$ cat config.mk
export PLATFORM = sky130hd
export DESIGN_NAME = seven_segment_serial_display_writer
export DESIGN_NICKNAME = d
export VERILOG_FILES = /design/src/sv/sdw_pkg.sv /design/src/sv/seven_segment_serial_display_writer.sv /design/src/sv/sdw_bcd_stage.sv /design/src/sv/sdw_sequencer.sv
export SDC_FILE = /design/constraint.sdc
export NUM_CORES = 1
export LEC_CHECK = 0
export CAP_MARGIN = 20
export CORE_ASPECT_RATIO = 1.25
export CORE_MARGIN = 2
export CORE_UTILIZATION = 60
export CTS_BUF_LIST = sky130_fd_sc_hd__clkbuf_2 sky130_fd_sc_hd__clkbuf_4 sky130_fd_sc_hd__clkbuf_8
export CTS_CLUSTER_DIAMETER = 120
export DETAILED_ROUTE_END_ITERATION = 16
export DONT_BUFFER_PORTS = 1
export PLACE_DENSITY = 0.76
export SLEW_MARGIN = 5
export SYNTH_ARGS = -nofsm -noshare
export SYNTH_HDL_FRONTEND = slang
export SYNTH_SLANG_ARGS = --single-unit
$ cat constraint.sdc
create_clock -name clk -period 7.32 [get_ports clk]
set_input_delay 1.83 -clock clk [delete_from_list [all_inputs] [get_ports clk]]
set_output_delay 1.83 -clock clk [all_outputs]
set_load 0.01 [all_outputs]
$ cat src/sv/sdw_pkg.sv
package sdw_pkg;

    // Operation codes carried by an input item.
    localparam logic OP_TICK = 1'b0;
    localparam logic OP_SHOW = 1'b1;

    // Configuration register indexes.
    localparam int CFG_INDEX_W = 1;
    localparam logic [CFG_INDEX_W-1:0] CFG_BRIGHTNESS = 1'b0;
    localparam logic [CFG_INDEX_W-1:0] CFG_TICKS = 1'b1;
    localparam int CFG_DATA_W = 16;

    // Register reset values.
    localparam logic [7:0] BRIGHTNESS_RESET = 8'd143;
    localparam logic [15:0] TICKS_RESET = 16'd5;

    // Fixed command bytes and the decimal point bit.
    localparam logic [7:0] CMD_DATA = 8'h40;
    localparam logic [7:0] CMD_ADDR = 8'hc0;
    localparam logic [7:0] DP_MASK = 8'h80;

    // Binary to BCD shift register: five BCD digits above the 16-bit binary part.
    localparam int BIN_W = 16;
    localparam int BCD_W = 20;
    localparam int CONV_W = BIN_W + BCD_W;

    // Index of the final segment of the wire sequence.
    localparam logic [3:0] SEG_LAST_IDX = 4'd11;

    // Kinds of segment in the wire sequence.
    typedef enum logic [1:0] {
        SEG_START,
        SEG_BYTE,
        SEG_STOP
    } seg_kind_t;

    // One item as it travels through the pipeline.
    typedef struct packed {
        logic              valid;
        logic              op;
        logic [CONV_W-1:0] conv;
        logic [7:0]        extra;
    } item_t;

    // Live configuration values.
    typedef struct packed {
        logic [7:0]  brightness;
        logic [15:0] ticks;
    } cfg_t;

    // Eight shift-and-adjust steps of the double dabble conversion.
    function automatic logic [CONV_W-1:0] dd_half(input logic [CONV_W-1:0] x);
        logic [CONV_W-1:0] r;
        r = x;
        for (int i = 0; i < 8; i++) begin
            for (int d = 0; d < 5; d++) begin
                if (r[BIN_W + 4*d +: 4] >= 4'd5)
                begin
                    r[BIN_W + 4*d +: 4] = r[BIN_W + 4*d +: 4] + 4'd3;
                end
            end
            r = {r[CONV_W-2:0], 1'b0};
        end
        return r;
    endfunction

    // Seven-segment pattern of one decimal digit.
    function automatic logic [7:0] digit_pattern(input logic [3:0] d);
        logic [7:0] p;
        case (d)
            4'd0: p = 8'h3f;
            4'd1: p = 8'h06;
            4'd2: p = 8'h5b;
            4'd3: p = 8'h4f;
            4'd4: p = 8'h66;
            4'd5: p = 8'h6d;
            4'd6: p = 8'h7d;
            4'd7: p = 8'h07;
            4'd8: p = 8'h7f;
            4'd9: p = 8'h6f;
            default: p = 8'h00;
        endcase
        return p;
    endfunction

    // Plan of the wire sequence, one entry per segment.
    function automatic seg_kind_t seg_kind(input logic [3:0] s);
        seg_kind_t k;
        case (s)
            4'd0, 4'd2, 4'd5: k = SEG_START;
            4'd1, 4'd3, 4'd6, 4'd7, 4'd8, 4'd9, 4'd10: k = SEG_BYTE;
            default: k = SEG_STOP;
        endcase
        return k;
    endfunction

    // Which byte of the sequence a byte segment sends.
    function automatic logic [2:0] byte_index(input logic [3:0] s);
        logic [2:0] k;
        case (s)
            4'd1: k = 3'd0;
            4'd3: k = 3'd1;
            4'd6: k = 3'd2;
            4'd7: k = 3'd3;
            4'd8: k = 3'd4;
            4'd9: k = 3'd5;
            4'd10: k = 3'd6;
            default: k = 3'd0;
        endcase
        return k;
    endfunction

endpackage

$ cat src/sv/seven_segment_serial_display_writer.sv
// Path of an item: input register, both conversion halves, result register.
// Throughput: one item per cycle; the input stalls only while a result waits
// at a stalled output, since all stages advance together.
// Reset: asynchronous and active low; the block goes idle with both lines
// high, the registers at their default values and no result pending.
module seven_segment_serial_display_writer
    import sdw_pkg::*;
(
    input  logic                   clk,
    input  logic                   rst_n,
    input  logic                   in_valid,
    output logic                   in_stall,
    input  logic                   operation,
    input  logic [15:0]            shown_value,
    input  logic [7:0]             extra_segments,
    output logic                   out_valid,
    input  logic                   out_stall,
    output logic                   clock_line,
    output logic                   data_line,
    output logic                   busy_res,
    input  logic                   cfg_write,
    input  logic [CFG_INDEX_W-1:0] cfg_index,
    input  logic [CFG_DATA_W-1:0]  cfg_data
);

    logic        adv;
    item_t       in_reg, in_next;
    item_t       mid_item, conv_item;
    cfg_t        cfg;
    logic [7:0]  bright_reg, bright_next;
    logic [15:0] ticks_reg, ticks_next;

    // The pipeline moves whenever the result register is free or being taken.
    assign adv = !out_valid || !out_stall;
    assign in_stall = !adv;

    // Input register.
    always_comb
    begin
        in_next = in_reg;
        if (adv)
        begin
            in_next.valid = in_valid;
            in_next.op = operation;
            in_next.conv = {{BCD_W{1'b0}}, shown_value};
            in_next.extra = extra_segments;
        end
    end

    // Configuration registers.
    always_comb
    begin
        bright_next = bright_reg;
        ticks_next = ticks_reg;
        if (cfg_write)
        begin
            case (cfg_index)
                CFG_BRIGHTNESS: bright_next = cfg_data[7:0];
                CFG_TICKS:      ticks_next = cfg_data[15:0];
                default:        bright_next = bright_reg;
            endcase
        end
    end

    always_ff @(posedge clk or negedge rst_n)
    begin
        if (!rst_n)
        begin
            in_reg <= '0;
            bright_reg <= BRIGHTNESS_RESET;
            ticks_reg <= TICKS_RESET;
        end
        else
        begin
            in_reg <= in_next;
            bright_reg <= bright_next;
            ticks_reg <= ticks_next;
        end
    end

    assign cfg.brightness = bright_reg;
    assign cfg.ticks = ticks_reg;

    // Decimal conversion in two registered halves.
    sdw_bcd_stage u_bcd_hi (
        .clk      (clk),
        .rst_n    (rst_n),
        .adv      (adv),
        .item_in  (in_reg),
        .item_out (mid_item)
    );

    sdw_bcd_stage u_bcd_lo (
        .clk      (clk),
        .rst_n    (rst_n),
        .adv      (adv),
        .item_in  (mid_item),
        .item_out (conv_item)
    );

    // Wire sequencer and result register.
    sdw_sequencer u_seq (
        .clk        (clk),
        .rst_n      (rst_n),
        .adv        (adv),
        .item       (conv_item),
        .cfg        (cfg),
        .res_valid  (out_valid),
        .clock_line (clock_line),
        .data_line  (data_line),
        .busy_res   (busy_res)
    );

endmodule

$ cat src/sv/sdw_bcd_stage.sv
module sdw_bcd_stage
    import sdw_pkg::*;
(
    input  logic  clk,
    input  logic  rst_n,
    input  logic  adv,
    input  item_t item_in,
    output item_t item_out
);

    item_t item_reg;
    item_t item_next;

    // Half of the decimal conversion; the other fields ride along.
    always_comb
    begin
        item_next = item_reg;
        if (adv)
        begin
            item_next = item_in;
            item_next.conv = dd_half(item_in.conv);
        end
    end

    always_ff @(posedge clk or negedge rst_n)
    begin
        if (!rst_n)
        begin
            item_reg <= '0;
        end
        else
        begin
            item_reg <= item_next;
        end
    end

    assign item_out = item_reg;

endmodule

$ cat src/sv/sdw_sequencer.sv
module sdw_sequencer
    import sdw_pkg::*;
(
    input  logic  clk,
    input  logic  rst_n,
    input  logic  adv,
    input  item_t item,
    input  cfg_t  cfg,
    output logic  res_valid,
    output logic  clock_line,
    output logic  data_line,
    output logic  busy_res
);

    logic        busy_reg, busy_next;
    logic [3:0]  seg_reg, seg_next;
    logic [4:0]  off_reg, off_next;
    logic [3:0]  bit_reg, bit_next;
    logic [1:0]  sub_reg, sub_next;
    logic [15:0] timer_reg, timer_next;
    logic        clk_reg, clk_next;
    logic        dat_reg, dat_next;
    logic        valid_reg, valid_next;
    logic [7:0]  bytes_reg [4];
    logic [7:0]  bytes_next [4];

    seg_kind_t   kind, nkind;
    logic [4:0]  last_off;
    logic [3:0]  nseg;
    logic [4:0]  noff;
    logic [3:0]  nbit;
    logic [1:0]  nsub;
    logic [2:0]  k;
    logic [2:0]  k_mem;
    logic [7:0]  bval;
    logic        nclk, ndat;
    logic [16:0] timer_inc;
    logic [15:0] limit;
    logic        tick_done;
    logic        last_phase;

    // Position of the next line phase within the sequence.
    always_comb
    begin
        kind = seg_kind(seg_reg);
        case (kind)
            SEG_START: last_off = 5'd2;
            SEG_STOP:  last_off = 5'd3;
            default:   last_off = 5'd25;
        endcase
        if (off_reg == last_off)
        begin
            nseg = seg_reg + 4'd1;
            noff = 5'd0;
            nbit = 4'd0;
            nsub = 2'd0;
        end
        else
        begin
            nseg = seg_reg;
            noff = off_reg + 5'd1;
            if (sub_reg == 2'd2)
            begin
                nsub = 2'd0;
                nbit = bit_reg + 4'd1;
            end
            else
            begin
                nsub = sub_reg + 2'd1;
                nbit = bit_reg;
            end
        end
    end

    // Byte being sent in the next phase and the line levels it calls for.
    always_comb
    begin
        nkind = seg_kind(nseg);
        k = byte_index(nseg);
        k_mem = k - 3'd3;
        case (k)
            3'd0: bval = cfg.brightness;
            3'd1: bval = CMD_DATA;
            3'd2: bval = CMD_ADDR;
            default: bval = bytes_reg[k_mem[1:0]];
        endcase
        nclk = clk_reg;
        ndat = dat_reg;
        case (nkind)
            SEG_START:
            begin
                nclk = (noff < 5'd2);
                ndat = (noff == 5'd0);
            end
            SEG_STOP:
            begin
                nclk = (noff >= 5'd2);
                if (noff == 5'd3)
                begin
                    ndat = 1'b1;
                end
                else if (noff != 5'd0)
                begin
                    ndat = 1'b0;
                end
            end
            default:
            begin
                if (nbit == 4'd8)
                begin
                    nclk = (nsub == 2'd1);
                end
                else
                begin
                    nclk = (nsub == 2'd2);
                    if (nsub != 2'd0)
                    begin
                        ndat = bval[nbit[2:0]];
                    end
                end
            end
        endcase
    end

    // Phase timing and the update made by each item.
    always_comb
    begin
        limit = (cfg.ticks == 16'd0) ? 16'd1 : cfg.ticks;
        timer_inc = {1'b0, timer_reg} + 17'd1;
        tick_done = (timer_inc >= {1'b0, limit});
        last_phase = (seg_reg == SEG_LAST_IDX) && (off_reg == 5'd3);

        busy_next = busy_reg;
        seg_next = seg_reg;
        off_next = off_reg;
        bit_next = bit_reg;
        sub_next = sub_reg;
        timer_next = timer_reg;
        clk_next = clk_reg;
        dat_next = dat_reg;
        bytes_next = bytes_reg;
        valid_next = adv ? item.valid : valid_reg;

        if (adv && item.valid)
        begin
            if (item.op == OP_SHOW)
            begin
                if (!busy_reg)
                begin
                    bytes_next[0] = digit_pattern(item.conv[BIN_W+8 +: 4]);
                    bytes_next[1] = digit_pattern(item.conv[BIN_W+4 +: 4]) | DP_MASK;
                    bytes_next[2] = digit_pattern(item.conv[BIN_W +: 4]);
                    bytes_next[3] = item.extra;
                    busy_next = 1'b1;
                    seg_next = 4'd0;
                    off_next = 5'd0;
                    bit_next = 4'd0;
                    sub_next = 2'd0;
                    timer_next = 16'd0;
                    clk_next = 1'b1;
                    dat_next = 1'b1;
                end
            end
            else if (busy_reg)
            begin
                if (tick_done)
                begin
                    timer_next = 16'd0;
                    if (last_phase)
                    begin
                        busy_next = 1'b0;
                    end
                    else
                    begin
                        seg_next = nseg;
                        off_next = noff;
                        bit_next = nbit;
                        sub_next = nsub;
                        clk_next = nclk;
                        dat_next = ndat;
                    end
                end
                else
                begin
                    timer_next = timer_inc[15:0];
                end
            end
        end
    end

    // Control state and line levels.
    always_ff @(posedge clk or negedge rst_n)
    begin
        if (!rst_n)
        begin
            busy_reg <= 1'b0;
            seg_reg <= 4'd0;
            off_reg <= 5'd0;
            bit_reg <= 4'd0;
            sub_reg <= 2'd0;
            timer_reg <= 16'd0;
            clk_reg <= 1'b1;
            dat_reg <= 1'b1;
            valid_reg <= 1'b0;
        end
        else
        begin
            busy_reg <= busy_next;
            seg_reg <= seg_next;
            off_reg <= off_next;
            bit_reg <= bit_next;
            sub_reg <= sub_next;
            timer_reg <= timer_next;
            clk_reg <= clk_next;
            dat_reg <= dat_next;
            valid_reg <= valid_next;
        end
    end

    // Latched segment bytes; they are only read once a request has written them.
    always_ff @(posedge clk)
    begin
        bytes_reg <= bytes_next;
    end

    assign res_valid = valid_reg;
    assign clock_line = clk_reg;
    assign data_line = dat_reg;
    assign busy_res = busy_reg;

endmodule

==> flow_summary_export.csv <==
group,metric,value,unit
run_status,outcome,"finished clean",
setup_path,critical-path-top-delay-family,"compound AO/OA/AOI/OAI gates",
grt,antenna_found_initial,0,
setup_path,required,7670,ps
timing,finalClockSkew,11.2,ps
setup_path,r2r_cells,37,
grt,grt_max_degree,136,
setup_path,start_kind,"flop",
die,rows,58,
clocking,htree_levels,4,
placement,hpwl,19.2,mm
finish,fin_nets,1511,
timing,post-route-min-period,6940,ps
setup_path,cp.depth,37,
detailed_routing,remaining_drc_errors,0,
setup_path,arrival,7280,ps
min_path,min_path_cells,0,
logic_synthesis,postSynthCellCount,1438,
run,maxCapViolations,0,
finish,stdcell_count,1670,
finish,diodes,0,
logic_synthesis,synth_ff_type,"dfrtp_1",
timing,fmax,144,MHz
grt,grt_overflow,0,
placement,gp_congestion,0.910,
grt,grt_pass1_wl,45.7,mm
logic_synthesis,synthesis.area,12300,um^2
detailed_routing,via_per_inst,6.10,
grt,first_global_vias,9859,
clocking,cts_buffer_depth,2,
clocking,clk_pin_slew_worst_paths,90,ps
setup_path,crit_path_end_kind,"flop",
die,die_w,132,um
logic_synthesis,syn-num-nets,1562,
detailed_routing,drt_iter0_drc,558,
finish,area_growth_syn_to_layout,5.01,%
logic_synthesis,seq_area_frac_synth,0.347,
timing,max_slew.worst_pin.slew,893,ps
grt,grtUsageTotal,0.253,
logic_synthesis,synth-edff-count,29,
placement,dp_cells,1635,
detailed_routing,ant_nets,0,
min_path,hold_path_class,"reg2reg",
logic_synthesis,syn_avg_cell_area,8.55,um^2
clocking,numCtsBuffers,17,
timing,maxSlewHeadroom,0.404,
die,start_util,0.612,
timing,hold_viol_final,0,
detailed_routing,vias,10190,
clocking,cts_tree,"done",
timing,drv_slew,0,
timing,setup_viol,0,
detailed_routing,wl_per_cell,16.1,um
finish,largest_reg_flops,29,
logic_synthesis,synthArstFlopShare,0.823,
detailed_routing,wl,26.9,mm
clocking,cts.sinks,164,
logic_synthesis,ys.warnings.count,0,
placement,io_buffers,0,
setup_path,path_max_fanout,7,
clocking,clk_latency,450,ps
logic_synthesis,synth-seq-cells,164,
detailed_routing,dr.pass1.iters,5,
clocking,cts-root-buf,"clkbuf_8",
setup_path,slowest_delay,440,ps
setup_path,crit_slowest_cell,"dfrtp_1",
die,die-area,21700,um^2
clocking,cts_hold_buf,0,
logic_synthesis,synth.distinct_cells,106,
finish,drive_gt1_frac,0.114,
setup_path,critPathBufInv,4,
die,core_area,20100,um^2
timing,fin_crit_sh,0.947,
finish,fillers,1728,
die,die_h,164,um
die,io_pins,52,
setup_path,crit_type,"reg2reg",
[cells in the mapped netlist, types with 6 or more instances]
cell	n	area share
a211o_1	6	0.0043
a211oi_1	16	0.0098
a21boi_0	6	0.0037
a21o_1	17	0.010
a21oi_1	79	0.032
a31oi_1	18	0.0092
a32o_1	16	0.013
and2_1	15	0.0076
and3_1	15	0.0076
buf_2	12	0.0049
clkbuf_1	61	0.019
dfrtp_1	126	0.26
dfstp_2	9	0.019
edfxtp_1	29	0.071
ha_1	77	0.078
inv_1	78	0.024
mux2_2	31	0.028
mux2i_1	24	0.020
mux4_2	7	0.013
nand2_1	254	0.078
nand2b_1	24	0.012
nand3_1	30	0.012
nand3b_1	8	0.0049
nand4_1	10	0.0051
nor2_1	72	0.022
nor2b_1	14	0.0071
nor3_1	33	0.013
nor4_1	10	0.0051
o211ai_1	11	0.0067
o21a_1	10	0.0061
o21ai_0	88	0.036
o21ai_1	11	0.0045
o22ai_1	15	0.0076
o31ai_1	15	0.0092
or2_2	9	0.0046
or3_1	10	0.0051
xnor2_1	29	0.021
xor2_1	12	0.0085
[layout make-up]
cell class | count | area, um^2 | share of cell area
multi-input cells | 1112 | 7500 | 0.581
flip-flops and latches | 164 | 4260 | 0.330
well taps | 270 | 338 | 0.0262
inverters | 81 | 304 | 0.0236
clock buffers | 21 | 264 | 0.0205
clock inverters | 11 | 155 | 0.0120
repair buffers | 11 | 86.3 | 0.00669
[worst paths after layout]
check                                                  startpoint                           endpoint  slack, ps
worst max-delay path            u_bcd_hi.item_out[28]$_DFFE_PN0N_  u_bcd_lo.item_out[34]$_DFFE_PN0N_        380
worst min-delay path             u_bcd_lo.item_out[4]$_DFFE_PN0N_       u_seq.bytes_reg[4]$_DFFE_PP_        450
worst max register to register  u_bcd_hi.item_out[28]$_DFFE_PN0N_  u_bcd_lo.item_out[34]$_DFFE_PN0N_        380
worst min register to register   u_bcd_lo.item_out[4]$_DFFE_PN0N_       u_seq.bytes_reg[4]$_DFFE_PP_        450
max in group asynchronous                                   rst_n        u_seq.data_line$_DFFE_PN1P_       6060
min in group asynchronous                                   rst_n     u_seq.timer_reg[7]$_DFFE_PN0P_       1070
[placed cells by master (no fill, tap or decap), drive strengths merged, types with 14 or more instances in the layout]
| cell | instances |
|---|---|
| nor2 | 73 |
| or2 | 15 |
| nand2b | 24 |
| edfxtp | 29 |
| o31ai | 17 |
| ha | 77 |
| nand2 | 254 |
| a21o | 17 |
| clkbuf | 21 |
| dfrtp | 126 |
| a211oi | 18 |
| nand3 | 30 |
| and3 | 15 |
| o211ai | 14 |
| mux2 | 34 |
| o21ai | 101 |
| xnor2 | 29 |
| mux2i | 24 |
| and2 | 15 |
| nor2b | 14 |
| a31oi | 19 |
| a21oi | 80 |
| a32o | 16 |
| inv | 81 |
| nor3 | 35 |
| o22ai | 15 |
[stage by stage]
stage | instance area [um^2] | setup WS, ps | hold WS [ps] | util | TNS (ps)
finish | 12900 | 385 | 452 | 0.642 | 0
global route | 12900 | -100 | 476 | 0.642 | -156
CTS | 12800 | 5.07 | 455 | 0.636 | 0
detailed placement | 12400 | 58.7 | 435 | 0.615 | 0
global placement | 12400 | 294 | 431 | 0.615 | 0
floorplan | 12300 | 719 | 425 | - | 0
[per-layer routing]
| metal | part of all wire | wire length, um | up-vias | GRT usage |
|---|---|---|---|---|
| met2 | 0.54 | 14400 | 196 | 0.480 |
| met5 | 0 | 0 | - | 0 |
| met1 | 0.41 | 11100 | 4871 | 0.294 |
| met4 | 0.019 | 511 | 0 | 0.0805 |
| li1 | - | - | 5085 | - |
| met3 | 0.031 | 845 | 38 | 0.0380 |
[cell families (layout without fill, tap and decap cells)]
logic type | Yosys count | count (layout) | synth area share
adders and majority gates | 78 | 78 | 0.0792
DFF | 164 | 164 | 0.347
buffers and inverters | 162 | 124 | 0.0522
xor gates and xnor gates | 41 | 41 | 0.0292
AOI/OAI and AO/OA | 400 | 400 | 0.228
and+or+nand+nor | 528 | 528 | 0.200
muxes | 65 | 65 | 0.0641
[worst reg2reg max path: cells and delay by family, from the launching register on]
family | cells | cell delay [ps]
compound gates | 13 | 2300
fa+ha+maj | 7 | 1550
buf+inv | 4 | 320
flops | 1 | 440
mux | 1 | 190
simple gates | 12 | 2050
[timing repair]
item                                    in CTS  in global routing
setup buffers                                0                  2
endpoints found under the setup margin       0                  3
resized for setup                            0                 23
Power is not shown: default switching activity piles up to over one toggle a cycle in this logic, so the estimate is an artifact.
